[config.mk]
export PLATFORM = sky130hd
export DESIGN_NAME = delay_locked_loop_tracker
export DESIGN_NICKNAME = d
export VERILOG_FILES = /design/src/dllt_pkg.sv /design/src/delay_locked_loop_tracker.sv /design/src/dllt_node_ram.sv /design/src/dllt_gain_mul.sv
export SDC_FILE = /design/constraint.sdc
export NUM_CORES = 2
export LEC_CHECK = 0
export BUFFER_PORTS_ARGS = -buffer_cell sky130_fd_sc_hd__buf_2
export CORE_MARGIN = 2
export CORE_UTILIZATION = 50
export CTS_CLUSTER_SIZE = 24
export DETAILED_ROUTE_END_ITERATION = 8
export PLACE_DENSITY = 0.66
export SETUP_SLACK_MARGIN = 0.15
export SYNTH_ARGS = -nofsm -noshare
export SYNTH_HDL_FRONTEND = slang
export SYNTH_SLANG_ARGS = --single-unit
[constraint.sdc]
create_clock -name clock -period 17.86 [get_ports clock]
set_clock_uncertainty 0.05 [all_clocks]
set_input_delay 0.893 -clock clock [delete_from_list [all_inputs] [get_ports clock]]
set_output_delay 0.893 -clock clock [all_outputs]
set_load 0.01 [all_outputs]
[src/dllt_pkg.sv]
// Shared types, constants and saturating arithmetic for the delay-locked loop tracker.
`timescale 1ns / 1ps

package dllt_pkg;

   localparam int VAL_W     = 48;
   localparam int GAIN_W    = 18;
   localparam int MAX_ORDER = 4;
   localparam int NODE_AW   = $clog2(MAX_ORDER);
   localparam int ORDER_W   = 3;
   localparam int CMD_W     = 2;
   localparam int CSR_AW    = 3;
   localparam int CSR_DW    = GAIN_W;
   localparam int FRAC_W    = 16;
   localparam int MUL_A_W   = VAL_W - FRAC_W;
   localparam int PROD_W    = MUL_A_W + GAIN_W;
   localparam int LOW_W     = GAIN_W + 1;
   localparam int SUM_W     = PROD_W + 1;

   typedef logic signed [VAL_W-1:0]  value_type;
   typedef logic signed [GAIN_W-1:0] gain_type;

   localparam value_type VAL_MAX = {1'b0, {(VAL_W-1){1'b1}}};
   localparam value_type VAL_MIN = {1'b1, {(VAL_W-1){1'b0}}};

   localparam logic [CMD_W-1:0] CMD_FEED   = 2'd0;
   localparam logic [CMD_W-1:0] CMD_PRESET = 2'd1;
   localparam logic [CMD_W-1:0] CMD_CLEAR  = 2'd2;

   localparam logic [CSR_AW-1:0] CSR_LOOP_ORDER = 3'd0;
   localparam logic [CSR_AW-1:0] CSR_GAIN_0     = 3'd1;
   localparam logic [CSR_AW-1:0] CSR_GAIN_1     = 3'd2;
   localparam logic [CSR_AW-1:0] CSR_GAIN_2     = 3'd3;
   localparam logic [CSR_AW-1:0] CSR_GAIN_3     = 3'd4;

   localparam logic [ORDER_W-1:0] ORDER_RESET = 3'd1;

   typedef struct packed {
      logic signed [VAL_W-1:0] value;
      logic                    clip;
   } sat_type;

   typedef struct packed {
      logic lo_step;
      logic hi_step;
   } mul_ctl_type;

   typedef enum logic [3:0] {
      ST_IDLE,
      ST_EXEC,
      ST_ERR,
      ST_MLO,
      ST_MHI,
      ST_ADD,
      ST_LINK,
      ST_WB,
      ST_RDN,
      ST_OUTN,
      ST_DONE
   } state_type;

   function automatic sat_type sat_fix(logic [VAL_W:0] sum);
      sat_type r;
      if (sum[VAL_W] != sum[VAL_W-1]) begin
         r.clip  = 1'b1;
         r.value = sum[VAL_W] ? VAL_MIN : VAL_MAX;
      end else begin
         r.clip  = 1'b0;
         r.value = sum[VAL_W-1:0];
      end
      return r;
   endfunction

   function automatic sat_type sat_add(value_type a, value_type b);
      logic [VAL_W:0] sum;
      sum = {a[VAL_W-1], a} + {b[VAL_W-1], b};
      return sat_fix(sum);
   endfunction

   function automatic sat_type sat_sub(value_type a, value_type b);
      logic [VAL_W:0] diff;
      diff = {a[VAL_W-1], a} - {b[VAL_W-1], b};
      return sat_fix(diff);
   endfunction

   // Index of the highest active integrator for a given order setting.
   function automatic logic [NODE_AW-1:0] last_node(logic [ORDER_W-1:0] order);
      logic [NODE_AW-1:0] r;
      if (order == '0) begin
         r = '0;
      end else if (order > ORDER_W'(MAX_ORDER)) begin
         r = NODE_AW'(MAX_ORDER - 1);
      end else begin
         r = NODE_AW'(order - ORDER_W'(1));
      end
      return r;
   endfunction

endpackage

[src/delay_locked_loop_tracker.sv]
// Top level of the delay-locked loop tracker: sequencer, node memory and multiplier.
//
//   Channel  Direction  Handshake                   Payload
//   req      in         req_valid / req_stall       command, sample_value, node_index
//   rsp      out        rsp_valid / rsp_stall       loop_output, loop_error, saturated
//   csr      in         csr_write_enable            csr_index, csr_write_data
//
// A feed passes every integrator of the active order N once through the shared two-step
// multiplier and the node memory. Preset, clear and the unused command go through ST_EXEC,
// ST_RDN, ST_OUTN and ST_DONE instead.
// Reset is synchronous; the nodes read as zero after reset through per-entry valid bits.
// The result register lets the next item be accepted while a result waits on rsp_stall.
`timescale 1ns / 1ps

module delay_locked_loop_tracker (
   input  logic                              clock,
   input  logic                              reset,
   input  logic                              req_valid,
   output logic                              req_stall,
   input  logic [dllt_pkg::CMD_W-1:0]        req_command,
   input  logic signed [dllt_pkg::VAL_W-1:0] req_sample_value,
   input  logic [dllt_pkg::NODE_AW-1:0]      req_node_index,
   output logic                              rsp_valid,
   input  logic                              rsp_stall,
   output logic signed [dllt_pkg::VAL_W-1:0] rsp_loop_output,
   output logic signed [dllt_pkg::VAL_W-1:0] rsp_loop_error,
   output logic                              rsp_saturated,
   input  logic                              csr_write_enable,
   input  logic [dllt_pkg::CSR_AW-1:0]       csr_index,
   input  logic [dllt_pkg::CSR_DW-1:0]       csr_write_data
);

   dllt_pkg::state_type state_ff;
   dllt_pkg::state_type state_in;

   logic [dllt_pkg::ORDER_W-1:0] order_ff;
   dllt_pkg::gain_type           gain_ff [dllt_pkg::MAX_ORDER];
   logic [dllt_pkg::MAX_ORDER-1:0] vld_ff;
   logic                         rd_vld_ff;

   logic [dllt_pkg::CMD_W-1:0]   cmd_ff;
   dllt_pkg::value_type          sample_ff;
   logic [dllt_pkg::NODE_AW-1:0] node_sel_ff;
   logic [dllt_pkg::NODE_AW-1:0] idx_ff;
   dllt_pkg::value_type          err_ff;
   dllt_pkg::value_type          acc_ff;
   dllt_pkg::value_type          nxt_ff;
   dllt_pkg::value_type          out_node_ff;
   logic                         clip_ff;

   logic                         rsp_valid_ff;
   dllt_pkg::value_type          rsp_output_ff;
   dllt_pkg::value_type          rsp_error_ff;
   logic                         rsp_sat_ff;

   logic                         ram_we;
   logic [dllt_pkg::NODE_AW-1:0] ram_waddr;
   dllt_pkg::value_type          ram_wdata;
   logic [dllt_pkg::NODE_AW-1:0] ram_raddr;
   dllt_pkg::value_type          ram_rdata;
   dllt_pkg::value_type          node_rd;

   dllt_pkg::mul_ctl_type        mul_ctl;
   dllt_pkg::value_type          mul_value;
   logic                         mul_clip;

   logic [dllt_pkg::NODE_AW-1:0] last_idx;
   logic                         req_xfer;
   logic                         rsp_free;
   logic                         clear_nodes;
   dllt_pkg::sat_type            err_sum;
   dllt_pkg::sat_type            add_sum;
   dllt_pkg::sat_type            link_sum;

   localparam logic [dllt_pkg::NODE_AW-1:0] NODE_AW_ONE = dllt_pkg::NODE_AW'(1);

   assign last_idx    = dllt_pkg::last_node(order_ff);
   assign req_stall   = (state_ff != dllt_pkg::ST_IDLE);
   assign req_xfer    = req_valid && !req_stall;
   assign rsp_free    = !rsp_valid_ff || !rsp_stall;
   assign node_rd     = rd_vld_ff ? ram_rdata : '0;
   assign err_sum     = dllt_pkg::sat_sub(sample_ff, node_rd);
   assign add_sum     = dllt_pkg::sat_add(acc_ff, mul_value);
   assign link_sum    = dllt_pkg::sat_add(acc_ff, nxt_ff);
   assign clear_nodes = (csr_write_enable && csr_index == dllt_pkg::CSR_LOOP_ORDER)
                     || (state_ff == dllt_pkg::ST_EXEC && cmd_ff == dllt_pkg::CMD_CLEAR);

   dllt_node_ram u_node_ram (
      .clock        (clock),
      .write_enable (ram_we),
      .write_addr   (ram_waddr),
      .write_data   (ram_wdata),
      .read_addr    (ram_raddr),
      .read_data    (ram_rdata)
   );

   dllt_gain_mul u_gain_mul (
      .clock        (clock),
      .ctl          (mul_ctl),
      .error_value  (err_ff),
      .gain         (gain_ff[idx_ff]),
      .product      (mul_value),
      .product_clip (mul_clip)
   );

   always_ff @(posedge clock) begin
      if (reset) begin
         state_ff <= dllt_pkg::ST_IDLE;
      end else begin
         state_ff <= state_in;
      end
   end

   always_comb begin
      state_in  = state_ff;
      ram_we    = 1'b0;
      ram_waddr = idx_ff;
      ram_wdata = acc_ff;
      ram_raddr = '0;
      mul_ctl   = '0;
      unique case (state_ff)
         dllt_pkg::ST_IDLE: begin
            if (req_xfer) begin
               state_in = dllt_pkg::ST_EXEC;
            end
         end
         dllt_pkg::ST_EXEC: begin
            if (cmd_ff == dllt_pkg::CMD_FEED) begin
               state_in = dllt_pkg::ST_ERR;
            end else begin
               state_in = dllt_pkg::ST_RDN;
               if (cmd_ff == dllt_pkg::CMD_PRESET && node_sel_ff <= last_idx) begin
                  ram_we    = 1'b1;
                  ram_waddr = node_sel_ff;
                  ram_wdata = sample_ff;
               end
            end
         end
         dllt_pkg::ST_ERR: begin
            state_in = dllt_pkg::ST_MLO;
         end
         dllt_pkg::ST_MLO: begin
            mul_ctl.lo_step = 1'b1;
            ram_raddr       = idx_ff + NODE_AW_ONE;
            state_in        = dllt_pkg::ST_MHI;
         end
         dllt_pkg::ST_MHI: begin
            mul_ctl.hi_step = 1'b1;
            state_in        = dllt_pkg::ST_ADD;
         end
         dllt_pkg::ST_ADD: begin
            state_in = (idx_ff != last_idx) ? dllt_pkg::ST_LINK : dllt_pkg::ST_WB;
         end
         dllt_pkg::ST_LINK: begin
            ram_we    = 1'b1;
            ram_wdata = link_sum.value;
            state_in  = dllt_pkg::ST_MLO;
         end
         dllt_pkg::ST_WB: begin
            ram_we   = 1'b1;
            state_in = dllt_pkg::ST_DONE;
         end
         dllt_pkg::ST_RDN: begin
            state_in = dllt_pkg::ST_OUTN;
         end
         dllt_pkg::ST_OUTN: begin
            state_in = dllt_pkg::ST_DONE;
         end
         dllt_pkg::ST_DONE: begin
            if (rsp_free) begin
               state_in = dllt_pkg::ST_IDLE;
            end
         end
         default: begin
            state_in = dllt_pkg::ST_IDLE;
         end
      endcase
   end

   always_ff @(posedge clock) begin
      if (reset) begin
         order_ff <= dllt_pkg::ORDER_RESET;
         for (int i = 0; i < dllt_pkg::MAX_ORDER; i++) begin
            gain_ff[i] <= '0;
         end
      end else if (csr_write_enable) begin
         unique case (csr_index)
            dllt_pkg::CSR_LOOP_ORDER: order_ff   <= csr_write_data[dllt_pkg::ORDER_W-1:0];
            dllt_pkg::CSR_GAIN_0:     gain_ff[0] <= csr_write_data;
            dllt_pkg::CSR_GAIN_1:     gain_ff[1] <= csr_write_data;
            dllt_pkg::CSR_GAIN_2:     gain_ff[2] <= csr_write_data;
            dllt_pkg::CSR_GAIN_3:     gain_ff[3] <= csr_write_data;
            default: begin
            end
         endcase
      end
   end

   always_ff @(posedge clock) begin
      if (reset) begin
         vld_ff <= '0;
      end else if (clear_nodes) begin
         vld_ff <= '0;
      end else if (ram_we) begin
         vld_ff[ram_waddr] <= 1'b1;
      end
      rd_vld_ff <= vld_ff[ram_raddr];
   end

   always_ff @(posedge clock) begin
      if (reset) begin
         err_ff <= '0;
      end else if (state_ff == dllt_pkg::ST_ERR) begin
         err_ff <= err_sum.value;
      end
   end

   always_ff @(posedge clock) begin
      if (req_xfer) begin
         cmd_ff      <= req_command;
         sample_ff   <= req_sample_value;
         node_sel_ff <= req_node_index;
      end
      case (state_ff)
         dllt_pkg::ST_EXEC: begin
            clip_ff <= 1'b0;
         end
         dllt_pkg::ST_ERR: begin
            clip_ff <= err_sum.clip;
            acc_ff  <= node_rd;
            idx_ff  <= '0;
         end
         dllt_pkg::ST_MHI: begin
            nxt_ff <= node_rd;
         end
         dllt_pkg::ST_ADD: begin
            acc_ff  <= add_sum.value;
            clip_ff <= clip_ff | mul_clip | add_sum.clip;
         end
         dllt_pkg::ST_LINK: begin
            if (idx_ff == '0) begin
               out_node_ff <= link_sum.value;
            end
            clip_ff <= clip_ff | link_sum.clip;
            acc_ff  <= nxt_ff;
            idx_ff  <= idx_ff + NODE_AW_ONE;
         end
         dllt_pkg::ST_WB: begin
            if (idx_ff == '0) begin
               out_node_ff <= acc_ff;
            end
         end
         dllt_pkg::ST_OUTN: begin
            out_node_ff <= node_rd;
         end
         default: begin
         end
      endcase
   end

   always_ff @(posedge clock) begin
      if (reset) begin
         rsp_valid_ff <= 1'b0;
      end else if (state_ff == dllt_pkg::ST_DONE && rsp_free) begin
         rsp_valid_ff <= 1'b1;
      end else if (!rsp_stall) begin
         rsp_valid_ff <= 1'b0;
      end
   end

   always_ff @(posedge clock) begin
      if (state_ff == dllt_pkg::ST_DONE && rsp_free) begin
         rsp_output_ff <= out_node_ff;
         rsp_error_ff  <= err_ff;
         rsp_sat_ff    <= clip_ff;
      end
   end

   assign rsp_valid       = rsp_valid_ff;
   assign rsp_loop_output = rsp_output_ff;
   assign rsp_loop_error  = rsp_error_ff;
   assign rsp_saturated   = rsp_sat_ff;

`ifndef NO_ASSERTIONS
   a_accept_starts: assert property (@(posedge clock) disable iff (reset)
      req_xfer |=> state_ff == dllt_pkg::ST_EXEC)
      else $error("accepted transfer did not start execution");

   a_ram_write_state: assert property (@(posedge clock) disable iff (reset)
      ram_we |-> (state_ff == dllt_pkg::ST_EXEC || state_ff == dllt_pkg::ST_LINK
                  || state_ff == dllt_pkg::ST_WB))
      else $error("node memory written outside a write step");

   a_link_in_order: assert property (@(posedge clock) disable iff (reset)
      state_ff == dllt_pkg::ST_LINK |-> idx_ff != last_idx)
      else $error("link step beyond the active order");

   a_mul_steps: assert property (@(posedge clock) disable iff (reset)
      $onehot0({mul_ctl.lo_step, mul_ctl.hi_step}))
      else $error("both multiplier steps requested together");

   a_rsp_from_done: assert property (@(posedge clock) disable iff (reset)
      $rose(rsp_valid_ff) |-> $past(state_ff == dllt_pkg::ST_DONE))
      else $error("result transfer raised outside the completion step");
`endif

endmodule

[src/dllt_node_ram.sv]
// Integrator node memory with one write port and one registered read port.
`timescale 1ns / 1ps

module dllt_node_ram (
   input  logic                             clock,
   input  logic                             write_enable,
   input  logic [dllt_pkg::NODE_AW-1:0]     write_addr,
   input  dllt_pkg::value_type              write_data,
   input  logic [dllt_pkg::NODE_AW-1:0]     read_addr,
   output dllt_pkg::value_type              read_data
);

   dllt_pkg::value_type mem [dllt_pkg::MAX_ORDER];
   dllt_pkg::value_type read_data_ff;

   always_ff @(posedge clock) begin
      if (write_enable) begin
         mem[write_addr] <= write_data;
      end
      read_data_ff <= mem[read_addr];
   end

   assign read_data = read_data_ff;

endmodule

[src/dllt_gain_mul.sv]
// Two-step error times gain multiplier with rounding and saturation to 48 bits.
`timescale 1ns / 1ps

module dllt_gain_mul (
   input  logic                  clock,
   input  dllt_pkg::mul_ctl_type ctl,
   input  dllt_pkg::value_type   error_value,
   input  dllt_pkg::gain_type    gain,
   output dllt_pkg::value_type   product,
   output logic                  product_clip
);

   logic signed [dllt_pkg::MUL_A_W-1:0] mul_a;
   logic signed [dllt_pkg::PROD_W-1:0]  mul_p;
   logic signed [dllt_pkg::PROD_W-1:0]  rnd;
   logic signed [dllt_pkg::LOW_W-1:0]   low_ff;
   logic signed [dllt_pkg::LOW_W-1:0]   low_in;
   logic signed [dllt_pkg::SUM_W-1:0]   sum_ff;
   logic signed [dllt_pkg::SUM_W-1:0]   sum_in;
   logic [dllt_pkg::SUM_W-dllt_pkg::VAL_W:0] top_bits;

   // The low step multiplies the unsigned fraction bits, the high step the signed upper bits.
   assign mul_a = ctl.lo_step
      ? $signed({{(dllt_pkg::MUL_A_W-dllt_pkg::FRAC_W){1'b0}},
                 error_value[dllt_pkg::FRAC_W-1:0]})
      : $signed(error_value[dllt_pkg::VAL_W-1:dllt_pkg::FRAC_W]);
   assign mul_p  = mul_a * gain;
   assign rnd    = mul_p + dllt_pkg::PROD_W'(1 << (dllt_pkg::FRAC_W - 1));
   assign low_in = rnd[dllt_pkg::FRAC_W+dllt_pkg::LOW_W-1:dllt_pkg::FRAC_W];
   assign sum_in = dllt_pkg::SUM_W'(mul_p) + dllt_pkg::SUM_W'(low_ff);

   always_ff @(posedge clock) begin
      if (ctl.lo_step) begin
         low_ff <= low_in;
      end
      if (ctl.hi_step) begin
         sum_ff <= sum_in;
      end
   end

   assign top_bits     = sum_ff[dllt_pkg::SUM_W-1:dllt_pkg::VAL_W-1];
   assign product_clip = !((&top_bits) || !(|top_bits));
   assign product      = !product_clip ? sum_ff[dllt_pkg::VAL_W-1:0]
                       : (sum_ff[dllt_pkg::SUM_W-1] ? dllt_pkg::VAL_MIN : dllt_pkg::VAL_MAX);

endmodule
Word level (Yosys, flattened, before mapping). Memory sizes are Yosys's and may differ from the RTL's. A register that Yosys moved wholly into a read port is not among the register bits. Index checks and enable logic that the tools add are counted.

Word-level logic and storage cells: 166. Output and inout port bits: 99. Input port bits: 78. Bits in writable memories: 264. Memories kept: 2. Flip-flop bits (word level): 427.

$lt $le $gt $ge: 5. Equality and inequality tests: 25. Reductions and logical operators: 33. Add/sub/neg operators: 7. Bitwise gates (word level): 8. Mux-type cells: 66. Multiply operators: 1.

Memories: u_node_ram.mem (depth 4, bits a word 48, rd ports 1, clocked after memory_dff 1, wr ports 1, line dllt_node_ram.sv:13) `dllt_pkg::value_type mem [dllt_pkg::MAX_ORDER];`; gain_ff (depth 4, bits a word 18, rd ports 1, clocked after memory_dff 1, wr ports 4, line delay_locked_loop_tracker.sv:37) `dllt_pkg::gain_type gain_ff [dllt_pkg::MAX_ORDER];`.

Operators by type and width (number): $mux W48 (10); $pmux W48 S3 (2); $mux W49 (3); $add A48 B48 Y49 (2); $pmux W48 S2 (1); $mux W18 (4); $add A50 B19 Y51 (1); $mul A32 B18 Y50 (1); $sub A48 B48 Y49 (1); $pmux W4 S9 (1); $add A35 B17 Y35 const B (1); $mux W32 (1); $mux W1 (29); $eq A4 B3 Y1 const B (4); $mux W2 (7); $eq A4 B4 Y1 const B (3); $mux W4 (3); $eq A4 B2 Y1 const B (2); $ne A2 B2 Y1 const B (4); $reduce_bool A4 Y1 (2); $reduce_or A2 Y1 (4); $or A1 B1 Y1 (7); $eq A3 B2 Y1 const B (2); $logic_and A1 B1 Y1 (6); other kinds (31) (44).

Logic depth before layout (Yosys ltp).
Word-level depth: 13. Gate-level depth with buffers: 44. Mapped depth without buffers: 40.

Cells and area by module. A second synthesis with hierarchy kept.

Cells, all modules: 5824. Area, all modules: 60302.8 um^2.

By module, submodules not included: delay_locked_loop_tracker (cells each 2639, area each 26623.0 um^2, sequential area each 12311.8 um^2, times used 1); dllt_gain_mul (cells each 2883, area each 25769.7 um^2, sequential area each 2102.0 um^2, times used 1); dllt_node_ram (cells each 302, area each 7910.1 um^2, sequential area each 6726.5 um^2, times used 1).

Worst setup path before layout. OpenSTA, ideal clock, no wires.

Path type: register -> register. Start point: register state_ff[0]. End point: register u_gain_mul.sum_ff[43] (netlist name) (data pin). Period minus slack after synthesis: 9.716 ns. Slack: 8.144 ns. Cell stages (with the launch flop): 39. Setup time: 0.258 ns. Data arrival time: 9.407 ns. Cells stage by stage: dfxtp_1 clkbuf_1 nor2b_1 nand2_1 clkinv_1 buf_1 nand2_1 nand2_1 clkbuf_1 nand2_1 fa_1 inv_1 fa_1 fa_1 inv_1 fa_1 inv_1 fa_1 [3 not listed] ha_1 a21oi_1 o21ai_0 o21ai_0 a22oi_1 o21ai_0 o21ai_0 xor2_1 ha_1 clkbuf_1 a21oi_1 o221ai_1 a31oi_1 o21ai_0 a41oi_1 nand2_1 a31oi_1 xnor2_1.

Longest elaborated chain between the ends: 5.

Ends and longest elaborated chain: start, declared (line delay_locked_loop_tracker.sv:33) `dllt_pkg::state_type state_ff;`; start signal, assigned (line delay_locked_loop_tracker.sv:108) `state_ff <= dllt_pkg::ST_IDLE;`; start signal, assigned (line delay_locked_loop_tracker.sv:110) `state_ff <= state_in;`; $eq A4 B2 Y1 (line delay_locked_loop_tracker.sv:121) `unique case (state_ff)`; $mux W1 (line delay_locked_loop_tracker.sv:121); $mux W32 (line dllt_gain_mul.sv:24) `? $signed({{(dllt_pkg::MUL_A_W-dllt_pkg::FRAC_W){1'b0}},`; $mul A32 B18 Y50 (line dllt_gain_mul.sv:27) `assign mul_p = mul_a * gain;`; $add A50 B19 Y51 (line dllt_gain_mul.sv:30) `assign sum_in = dllt_pkg::SUM_W'(mul_p) + dllt_pkg::SUM_W'(low_ff);`; via u_gain_mul.sum_in, one bit (line dllt_gain_mul.sv:19) `logic signed [dllt_pkg::SUM_W-1:0] sum_in;`; end signal, assigned (line dllt_gain_mul.sv:37) `sum_ff <= sum_in;`; end, declared (line dllt_gain_mul.sv:18) `logic signed [dllt_pkg::SUM_W-1:0] sum_ff;`.

The timed path passes the listed nets, and every way through them passes these cells. A chain may end at the register's enable or synchronous reset.

Worst setup path after layout.
Start point: register state_ff[2]. End point: register u_gain_mul.sum_ff[43] (netlist name) (data pin).

Same word-level chain as after synthesis.

==> impl_metrics.csv <==
group,metric,value,unit
run_status,outcome,"finished, final reports clean",
place,number_of_i_o_port_buffers,176,
logic_synthesis,synth_top_cells_by_count,"nand2_1, inv_1, edfxtp_1",
timing,setup-violations-final,0,
logic_synthesis,ys_seq_area_frac,0.353,
critical_path,timing.critical_path.from,"state_ff[2]",
place,detailedPlacementHpwl,145000,um
cells_and_area,fin_area,65300,um2
power,comb_power_share,0.617,
critical_path,highest_delay_cell_along_the_critical_path,"clkinv_1",
global_route,number_of_global_route_vias_before_repair,45572,
run,max-cap-violations,0,
power,p_int,5.84,mW
critical_path,timing.critical_path.from_type,"flip-flop",
place,routabilityCongestion,0.996,
cells_and_area,final-seq-area,21100,um2
logic_synthesis,synth.area.top_cells,"edfxtp_1, fa_1, ha_1",
detailed_routing,drtPass1Iterations,6,
logic_synthesis,synth_edf_count,630,
die,core,118000,um2
clocking,root_buffer,"clkbuf_16",
power,cellLeakagePower,27.3,nW
cells_and_area,area.growth.synth_to_final,9.00,%
timing,final.min_clock_period,11230,ps
critical_path,cp_data_required_time,18230,ps
place,placed_area,62500,um2
critical_path,timing.rr.start,"state_ff[2]",
logic_synthesis,synth.distinct_cells,95,
critical_path,cp.arrival,11600,ps
clocking,hold_buffers,0,
hold_path,min-delay-start,"req_sample_value[12]",
logic_synthesis,syn_inst,6102,
power,switching_power,4.93,mW
critical_path,cp-end-kind,"flip-flop",
timing,final.period_utilization,0.629,
detailed_routing,antenna_violating_nets_post_route,0,
logic_synthesis,yosys.area.top_type,"edfxtp_1",
die,chip_height,350,um
critical_path,cp_slowest_stage_delay,640,ps
logic_synthesis,yosys_register_bits,741,
critical_path,crit_type,"flip-flop to flip-flop",
cells_and_area,final_layout_size_suffix_gt1_frac,0.0773,
logic_synthesis,synth_area_per_cell,9.82,um2
clocking,cts_setup_buffers,0,
die,initial_core_util,0.506,
die,placementRows,126,
timing,worst-slew-pin-transition,1280,ps
logic_synthesis,post_synthesis_cell_area,59900,um2
power,pwr-share-clk,0.165,
clocking,cts_buffers,82,
hold_path,hold_path_class,"input pin to flip-flop",
power,p_total,10.8,mW
timing,fin_setup_tns,0,ps
clocking,cts_tree,"yes",
power,power.density,165,nW/um2
cells_and_area,multi_input_comb_area,35000,um2
detailed_routing,dr_total_vias,46469,
clocking,postCtsResizedCells,0,
cells_and_area,fillCellCount,10536,
global_route,global_route.usage.total,0.311,
power,p_sw_frac,0.458,
die,boundaryPins,177,
die,die_width,350,um
detailed_routing,remaining_drc_errors,0,
timing,unrepaired_setup_endpoints_after_global_routing,"false",
power,irDropWorstVdd,0.240,mV
clocking,cts-htree-levels,3,
critical_path,count_of_buffer_and_inverter_cells_on_the_critical_path,5,
cells_and_area,nets,7102,
global_route,grt-ovfl-total,0,
clocking,max-clock-path-buffers,3,
die,die-area,123000,um2
logic_synthesis,synth-warning-count,0,
timing,timing.max_slew.rel_slack,0.140,
logic_synthesis,most_frequent_cell_after_synthesis,"nand2_1",
logic_synthesis,synthesis.nets,7060,
detailed_routing,vias_per_cell,5.95,
timing,hold_viol,0,
clocking,worstSkewPairLatency,710,ps
clocking,cts.reportedPaths.clkPinSlew,70,ps
detailed_routing,detail_route.wirelength,189000,um
global_route,grt_antenna_before_repair,10,
global_route,grt_pass1_wl,284000,um
critical_path,timing.critical_path.fanout_max,31,
timing,max_clock_freq,89.0,MHz
critical_path,worst_path_dominant_cell_family,"adder cells",
detailed_routing,route.detailed.wl_per_inst,24.2,um
global_route,grt_max_degree,63,
critical_path,crit_path_frequent_cell,"fa_1",
detailed_routing,detail_route.iter0.violations,4733,
timing,timing_max_transition_violations_final,0,
logic_synthesis,yosys.area.top_type_share,0.316,
power,power_frac_seq,0.218,
logic_synthesis,asyncSetResetFlopFracSynth,0,
logic_synthesis,yosys_most_used_dff,"edfxtp_1",
clocking,tritoncts_num_sinks,741,
## final cells by class
class,instances,area share
clock buffer,111,0.0348
sequential,741,0.324
inverter,742,0.0427
antenna,3,0.000115
timing repair buffer,258,0.0229
clock inverter,40,0.00838
tap,1600,0.0307
multi-input combinational,4319,0.537
## power groups by stage
stage | combinational, mW | sequential [mW] | clock [mW]
2_1_floorplan | 4.89 | 2.32 | 0
3_3_place_gp | 6.41 | 2.39 | 0
3_5_place_dp | 6.50 | 2.38 | 0
4_1_cts | 6.55 | 2.35 | 1.80
5_1_grt | 7.33 | 2.35 | 1.87
6_report | 6.64 | 2.35 | 1.78
## worst reg2reg max path: cells and delay by family (launching register included)
kind                     cells  cell delay (ps)
AO/OA/AOI/OAI               10             3210
XOR/XNOR                     2              440
adder cells (fa/ha/maj)      8             3760
buffers and inverters        5             1140
flip-flops                   1              550
AND/OR/NAND/NOR              8             1810
## final timing paths
| check | end | slack, ps | depth (start not counted) |
|---|---|---|---|
| max | u_gain_mul.sum_ff[43] | 6630 | 33 |
| min reg2reg | rsp_loop_output[14] | 370 | 0 |
| max reg2reg | u_gain_mul.sum_ff[43] | 6630 | 33 |
| min | sample_ff[12] | 310 | 1 |
## metrics by stage
step	hold WS, ps	cells	worst slack, ps	util
final	308	7814	6630	0.551
after global routing	278	7811	6060	0.551
after CTS	267	7811	6870	0.551
after detailed placement	355	7660	6900	0.528
after global placement	353	7660	7190	0.528
after floorplan	350	6102	8140	-
## flip-flops by register name (all words and copies together) (netlist names), named ones only
signal,count
sample_ff,48
rsp_loop_output,48
clip_ff,1
u_node_ram.read_data,48
state_ff,4
u_node_ram.mem,192
cmd_ff,2
u_gain_mul.sum_ff,51
rsp_loop_error,48
node_sel_ff,2
gain_ff,72
rd_vld_ff,1
order_ff,3
out_node_ff,48
u_gain_mul.low_ff,19
acc_ff,48
nxt_ff,48
vld_ff,4
rsp_saturated,1
rsp_valid,1
idx_ff,2
err_ff,48
## layer usage
| metal | global-route usage | wire, um |
|---|---|---|
| met1 | 0.440 | 80800 |
| met2 | 0.480 | 85800 |
| met3 | 0.0507 | 15300 |
| met4 | 0.120 | 7630 |
| met5 | 0 | 13 |
## cell families (layout without fill, tap and decap cells)
logic type | after synthesis | count (layout) | share of synthesized area
mux | 51 | 51 | 0.00986
fa+ha+maj | 883 | 883 | 0.254
flops | 741 | 741 | 0.353
simple gates | 1769 | 1769 | 0.131
xor+xnor | 249 | 249 | 0.0367
other cells | 0 | 3 | 0
buf+inv | 1042 | 1151 | 0.0658
compound gates | 1367 | 1367 | 0.150
## placed cells by master, fill, tap and decap left out, types with 33 or more instances in the layout
| master | n |
|---|---|
| nand2_1 | 864 |
| inv_1 | 741 |
| edfxtp_1 | 630 |
| fa_1 | 557 |
| nor2_1 | 400 |
| ha_1 | 323 |
| a21oi_1 | 315 |
| o21ai_0 | 270 |
| buf_2 | 176 |
| xnor2_1 | 170 |
| a21o_1 | 167 |
| and2_1 | 113 |
| dfxtp_1 | 110 |
| a211oi_1 | 109 |
| clkbuf_16 | 84 |
| nor2b_1 | 82 |
| buf_4 | 82 |
| a31oi_1 | 78 |
| xor2_1 | 76 |
| a22oi_1 | 70 |
| nand3_1 | 63 |
| o21a_1 | 62 |
| nand4_1 | 48 |
| nand2b_1 | 46 |
| o311ai_0 | 42 |
| nor3_1 | 41 |
| o21bai_1 | 41 |
| o211ai_1 | 38 |
| and3_1 | 33 |
No activity file was read; power rests on OpenSTA's default activity.
